<file path="src/rtl/core/hav_pkg.sv">
// Shared constants, types and the arctangent table for the haversine distance core.
`timescale 1ns / 1ps
`default_nettype none

package hav_pkg;

    localparam int ITER     = 32;
    localparam int ANG_W    = 40;
    localparam int XY_W     = 34;
    localparam int Z_W      = 41;
    localparam int PROD_W   = 64;
    localparam int TERM_W   = 61;
    localparam int ROOT_W   = 31;
    localparam int THETA_W  = 39;
    localparam int RPI_W    = 31;
    localparam int DIST_W   = 25;
    localparam int ROT_LAT  = ITER + 1;
    localparam int SQRT_LAT = ROOT_W;

    localparam logic signed [XY_W-1:0] GAIN_INV = 34'sd652032874;

    localparam logic [63:0] PI_Q60   = 64'h3243F6A8885A308D;
    localparam logic [63:0] PI_Q32   = (PI_Q60 + 64'd134217728) >> 28;
    localparam logic [63:0] EARTH_R  = 64'd6371010;
    localparam logic [63:0] RPI_FULL = (EARTH_R * PI_Q32 + 64'd33554432) >> 26;
    localparam logic [RPI_W-1:0] RPI = RPI_FULL[RPI_W-1:0];

    localparam logic [TERM_W-1:0]  ONE_Q60   = {1'b1, 60'd0};
    localparam logic [THETA_W-1:0] THETA_MAX = {1'b1, 38'd0};
    localparam logic [DIST_W-1:0]  DIST_MAX  = 25'd20015119;

    typedef enum logic [1:0] {
        Q_FIRST,
        Q_SECOND,
        Q_THIRD,
        Q_FOURTH
    } t_quad;

    typedef logic signed [Z_W-1:0] t_atan_rom [ITER];

    // Bit-by-bit restoring division, used only while the table is elaborated.
    function automatic logic [63:0] udiv_c(logic [63:0] num, logic [63:0] den);
        logic [63:0] rem;
        logic [63:0] quo;
        rem = '0;
        quo = '0;
        for (int b = 63; b >= 0; b--) begin
            rem = {rem[62:0], num[b]};
            quo = quo << 1;
            if (rem >= den) begin
                rem    = rem - den;
                quo[0] = 1'b1;
            end
        end
        return quo;
    endfunction

    // Entry i is atan(2^-i) in angle units of 2^40 per turn, rounded to nearest.
    // The arctangent comes from its power series in Q60 with truncated terms.
    function automatic t_atan_rom build_atan();
        t_atan_rom   rom;
        logic [63:0] pw;
        logic [63:0] sum;
        logic [63:0] rem;
        logic [63:0] q;
        rom[0] = signed'(Z_W'(64'd1 << 37));
        for (int i = 1; i < ITER; i++) begin
            pw  = 64'd1 << (60 - i);
            sum = '0;
            for (int k = 0; k < 64; k++) begin
                if (pw != 64'd0) begin
                    if (k[0]) begin
                        sum = sum - udiv_c(pw, 64'(2 * k + 1));
                    end else begin
                        sum = sum + udiv_c(pw, 64'(2 * k + 1));
                    end
                    pw = pw >> (2 * i);
                end
            end
            rem = sum;
            q   = '0;
            for (int b = 0; b < 39; b++) begin
                rem = rem << 1;
                q   = q << 1;
                if (rem >= PI_Q60) begin
                    rem  = rem - PI_Q60;
                    q[0] = 1'b1;
                end
            end
            if ((rem << 1) >= PI_Q60) begin
                q = q + 64'd1;
            end
            rom[i] = signed'(Z_W'(q));
        end
        return rom;
    endfunction

    localparam t_atan_rom ATAN = build_atan();

endpackage

`default_nettype wire

</file>
<file path="src/rtl/core/hav_sqrt.sv">
// Pipelined floor square root, one root bit per stage.
`timescale 1ns / 1ps
`default_nettype none

module hav_sqrt (
    input  wire logic                           i_clk,
    input  wire logic                           i_en,
    input  wire logic [hav_pkg::TERM_W-1:0]     i_val,
    output logic [hav_pkg::ROOT_W-1:0]          o_root
);

    localparam int TRIAL_W = 2 * hav_pkg::ROOT_W + 1;

    logic [hav_pkg::TERM_W-1:0] r_rem  [hav_pkg::ROOT_W];
    logic [hav_pkg::ROOT_W-1:0] r_root [hav_pkg::ROOT_W];

    generate
        for (genvar g = 0; g < hav_pkg::ROOT_W; g++) begin : g_stage
            localparam int B = hav_pkg::ROOT_W - 1 - g;
            logic [hav_pkg::TERM_W-1:0] rem_in;
            logic [hav_pkg::ROOT_W-1:0] root_in;
            logic [TRIAL_W-1:0]         trial;

            if (g == 0) begin : g_first
                assign rem_in  = i_val;
                assign root_in = '0;
            end else begin : g_next
                assign rem_in  = r_rem[g-1];
                assign root_in = r_root[g-1];
            end

            // Setting bit B grows the square by 2^(B+1)*root + 2^(2B).
            assign trial = (TRIAL_W'(root_in) << (B + 1)) | (TRIAL_W'(1) << (2 * B));

            always_ff @(posedge i_clk) begin
                if (i_en) begin
                    if (TRIAL_W'(rem_in) >= trial) begin
                        r_rem[g]  <= rem_in - trial[hav_pkg::TERM_W-1:0];
                        r_root[g] <= root_in | (hav_pkg::ROOT_W'(1) << B);
                    end else begin
                        r_rem[g]  <= rem_in;
                        r_root[g] <= root_in;
                    end
                end
            end
        end
    endgenerate

    assign o_root = r_root[hav_pkg::ROOT_W-1];

endmodule

`default_nettype wire

</file>
<file path="config.mk">
export PLATFORM = sky130hd
export DESIGN_NAME = hav_sqrt
export DESIGN_NICKNAME = d
export VERILOG_FILES = /design/src/rtl/core/hav_pkg.sv /design/src/rtl/core/hav_sqrt.sv
export SDC_FILE = /design/constraint.sdc
export NUM_CORES = 2
export LEC_CHECK = 0
export BUFFER_PORTS_ARGS = -buffer_cell sky130_fd_sc_hd__buf_4
export CAP_MARGIN = 0
export CORE_MARGIN = 2
export CORE_UTILIZATION = 61
export DETAILED_ROUTE_END_ITERATION = 12
export PLACE_DENSITY = 0.77
export SYNTH_ARGS = -nofsm -noshare
export SYNTH_HDL_FRONTEND = slang
export SYNTH_SLANG_ARGS = --single-unit
</file>
<file path="constraint.sdc">
create_clock -name i_clk -period 14.4 [get_ports i_clk]
set_clock_uncertainty 0.2 [all_clocks]
set_input_delay 2.16 -clock i_clk [delete_from_list [all_inputs] [get_ports i_clk]]
set_output_delay 2.16 -clock i_clk [all_outputs]
set_load 0.1 [all_outputs]
</file>
; ---- Word-level counts from Yosys, hierarchy flattened
; Memories as Yosys holds them, arrays and structs flattened.
; Index checks and enable logic that the tools add are counted.
[totals]
regBits = 0
n_memories = 2
rom_bits = 0
ramBits = 2852
in_bits = 63
latchBits = 0
[classes]
reduce_logical = 0
muxes = 248
addsub = 31
bitwise = 62
n_eq_ne = 0
order_cmp = 31
div_mod_pow = 0
mul = 0
shifts = 0
[memory_table]
columns = memory, words, width, read_ports, rd_clocked_by_memory_dff, wr, line
row1 = r_rem, 31, 61, 30, 0, 31, hav_sqrt.sv:14  ; logic [hav_pkg::TERM_W-1:0] r_rem [hav_pkg::ROOT_W];
row2 = r_root, 31, 31, 31, 0, 31, hav_sqrt.sv:15  ; logic [hav_pkg::ROOT_W-1:0] r_root [hav_pkg::ROOT_W];
[ops]
columns = cell, n
row1 = $mux W61, 31
row2 = $mux W31, 31
row3 = $mux W1, 186
row4 = $or A1 B1 Y1, 62
row5 = $ge A61 B32 Y1, 1
row6 = $ge A61 B33 Y1, 1
row7 = $ge A61 B34 Y1, 1
row8 = $ge A61 B35 Y1, 1
row9 = $ge A61 B36 Y1, 1
row10 = $ge A61 B37 Y1, 1
row11 = $ge A61 B38 Y1, 1
row12 = $ge A61 B39 Y1, 1
row13 = $ge A61 B40 Y1, 1
row14 = $ge A61 B41 Y1, 1
row15 = $ge A61 B42 Y1, 1
row16 = $ge A61 B43 Y1, 1
row17 = $ge A61 B44 Y1, 1
row18 = $ge A61 B45 Y1, 1
row19 = $ge A61 B46 Y1, 1
row20 = $ge A61 B47 Y1, 1
row21 = $ge A61 B48 Y1, 1
row22 = $ge A61 B49 Y1, 1
row23 = $ge A61 B50 Y1, 1
row24 = $ge A61 B51 Y1, 1
row25 = 42 further kinds, 42

; ---- Longest topological paths before layout
; An unclocked memory read counts as a cell.
[depth]
depth_word = 6
mapped_depth = 15
depth_no_buf = 13

; ---- Least setup slack after synthesis
; OpenSTA, ideal clock, no wires.
[synth_path]
path_kind = input port to flip-flop
startpoint = in i_en
endpoint = mem r_rem[1][488] (netlist name) (enable)
cell_stages = 6
path_slack_ns = 7.891
arrival_ns = 5.834
path_buffers = 6
t_required_ns = 13.725
path_cell_list = clkbuf_1 > clkbuf_1 > clkbuf_1 > clkbuf_1 > clkbuf_1 > clkbuf_1
[synth_lines]
columns = element, line
row1 = start: declaration, hav_sqrt.sv:7  ; input wire logic i_en,
row2 = end: declaration, hav_sqrt.sv:14

==> metrics.txt <==
status finished, final reports clean; fmax 0.1815 GHz; fillcell total 12990; proportion of power drawn by combinational gates 21.3%; cts hold-fix bufs 0; Critical Path RT 14.80 ns; Setup CP Type flip-flop to flip-flop; Post-Syn Instances 9087; post-synthesis sequential area ratio 62.08%; unique cell type count in the Yosys netlist 83; met3 WL 30.46 mm; top sig layer met5; Post-CTS Setup Inserts 0; Num CTS Buffers 227; Post-Syn Nets 9673; NetSw 5.985 mW; Slew Limit Fails 0; Primary FF master, synth edfxtp_1; drc violations 0; crit-path max FO 6; Final min period 5.511 ns; PD cells 158.2 nW/µm²; reg-to-reg startpoint r_root[1][374]; clk slew on worst S/H paths 0.07 ns; Detail Route Antenna Nets 0; Pre-antenna DRT Iters 6; DR vias 74520; unrepaired setup endpoints after global routing false; worst reg2reg setup slack 8.89 ns; post-DP HPWL 211.3 mm; largest net degree at the start of global routing 200; Synth Area per Inst 12.38 µm²; WP data arrival 5.91 ns; Die Height 433.5 µm; total number of yosys warnings 0; Hold Crit Class flip-flop to flip-flop; Hold Crit Endpoint r_root[1][287]; Multi-input gate area 39650 µm²; Leak Pwr 46.19 nW; critical path endpoint category flip-flop; async set-reset flop share out of synthesis 0%; HP Start r_root[1][256]; final setup vio count 0; Die X 433.5 µm; Max-slew headroom 11.39%; Wirelength per Cell 23.68 µm; Worst R2R Path Depth 12; CTS max path bufs 3; sequential power share 48.4%; maximum vdd drop 0.1245 mV; Core Region 183100 µm²; Worst Hold Depth 0; row count 157; setup TNS 0 ns; #FFs+latches synth 2326; CTS Sinks 2326; initial DRC count 9631; Tot GR Track Use 30.03%; Final period util 38.27%; startpoint types flip-flop; synthesized area 112500 µm²; layout cells sized above 1 7.110%; nets 9842; Hold Vio Cnt, Final 0; r2r endpoint r_rem[1][847]; max cap viols 0; register area 69850 µm²; initial antenna violation count 7; Hold WS 0.2194 ns; Clock Latency Late Sink 0.89 ns; die area 187900 µm²; WL met2 121.4 mm; vias per cell 6.253; commonest non-fill, non-tap cells in the layout 2326 x edfxtp_1, 723 x nand2_1, 629 x inv_1, 523 x ha_1, 519 x nor2_1; P&R area growth vs syn 9.912%; sw frac 30.59%; commonest non-fill, non-tap cell in the layout edfxtp_1; first-pass GRT wire length 426.5 mm; clock root cell clkbuf_16; CTS tree done; Initial Utilization 61.45%; Least-Margin Pin Slew 1.311 ns; total grt overflow 0; H-tree levels 4; vias in the first global route 70460; drt total wl 282.2 mm; Met1 Routed Length 120.8 mm; Post-synth EDFFs 2326; Clk pwr share 30.3%; routability cong. 0.9823; PortBufs 93; io pins 94; Pint 13.58 mW; PostCTS Resize Cnt 0
## Yosys cell counts, drive strengths merged (59+ instances only)
library cell  instances  area share (%)
edfxtp             2326              62
nand2               723             2.4
inv                 629             2.1
ha                  523             5.8
nor2                519             1.7
o21ai               511             2.3
a21oi               471             2.1
xnor2               416             3.2
xor2                371             2.9
nor4                327             1.8
nor3                257             1.2
a21o                243             1.6
clkbuf              200            0.67
nand4               158            0.88
nand3               156            0.69
nand2b              107            0.59
or3                  98            0.55
o21a                 89            0.59
nor2b                81            0.45
mux2                 75            0.75
or4                  70            0.47
and3                 59            0.33
## layout make-up
cell class	instances	share of cell area, %
Sequential cell	2326	56.48
Multi-Input combinational cell	5919	32.07
Clock buffer	276	4.742
Tap cell	2464	2.493
Inverter	630	1.912
Clock inverter	149	1.304
Timing Repair Buffer	152	0.9996
Antenna cell	1	0.002024
## cells by family (layout without fill, tap and decap cells)
| group | count (synthesis) | count (layout) | share of synthesized area (%) |
|---|---|---|---|
| buffers and inverters | 842 | 1207 | 2.825 |
| other | 0 | 1 | 0 |
| multiplexers | 87 | 87 | 0.8574 |
| AO/OA/AOI/OAI | 1711 | 1711 | 9.388 |
| AND/OR/NAND/NOR | 2811 | 2811 | 12.91 |
| adder cells (fa/ha/maj) | 523 | 523 | 5.816 |
| flip-flops | 2326 | 2326 | 62.08 |
| XOR/XNOR | 787 | 787 | 6.126 |
## power by group through the flow
| stage | Combinational, mW | Sequential (mW) | Clock [mW] |
|---|---|---|---|
| 6_report | 4.17 | 9.48 | 5.92 |
| 5_1_grt | 4.59 | 9.53 | 6.25 |
| 4_1_cts | 4.09 | 9.43 | 6.00 |
| 3_5_place_dp | 4.06 | 9.55 | 0 |
| 3_3_place_gp | 3.98 | 9.56 | 0 |
| 2_1_floorplan | 3.10 | 9.12 | 0 |
## metal layers
layer	vias up	track usage (%)
li1	34340	-
met1	36220	44.24
met2	3442	43.77
met3	513	7.499
met4	6	9.927
met5	-	0
## sequential cells by signal (all words and copies together), names as in the netlist
| signal | flops |
|---|---|
| r_root | 496 |
| r_rem | 1830 |
## metrics by stage
step                cell area, µm²  total power [mW]  utilization [%]  setup slack [ns]  std cells
finish                      123700             19.57            67.55             8.889      11920
global route                123700             20.37            67.54             8.574      11920
CTS                         123700             19.53            67.54             8.944      11920
detailed placement          116200             13.61            63.46             7.979      11490
global placement            116200             13.54            63.46             8.037      11490
floorplan                   112500             12.21                -             7.891       9087
## critical path: stages (launching register included)
cell      delay (ns)
edfxtp_1        0.39
inv_1           0.06
ha_1            0.36
o21ai_0         0.15
a21oi_1         0.34
o21ai_0         0.23
a311oi_1        0.60
a22oi_1         0.24
o21ai_1         0.74
a31oi_1         0.41
nor4_1          1.05
nand4_1         0.24
xnor2_1         0.20
## worst max-delay path by stage
stage | start | depth (start not counted) | to
after CTS | i_en | 12 | r_rem[0][727]
final | r_root[1][374] | 12 | r_rem[1][847]
after global placement | i_en | 12 | r_rem[0][727]
after detailed placement | i_en | 12 | r_rem[0][727]
after floorplan | i_en | 6 | r_rem[1][488]
after global routing | i_en | 12 | r_rem[0][727]
(Power assumes the default switching activity.)
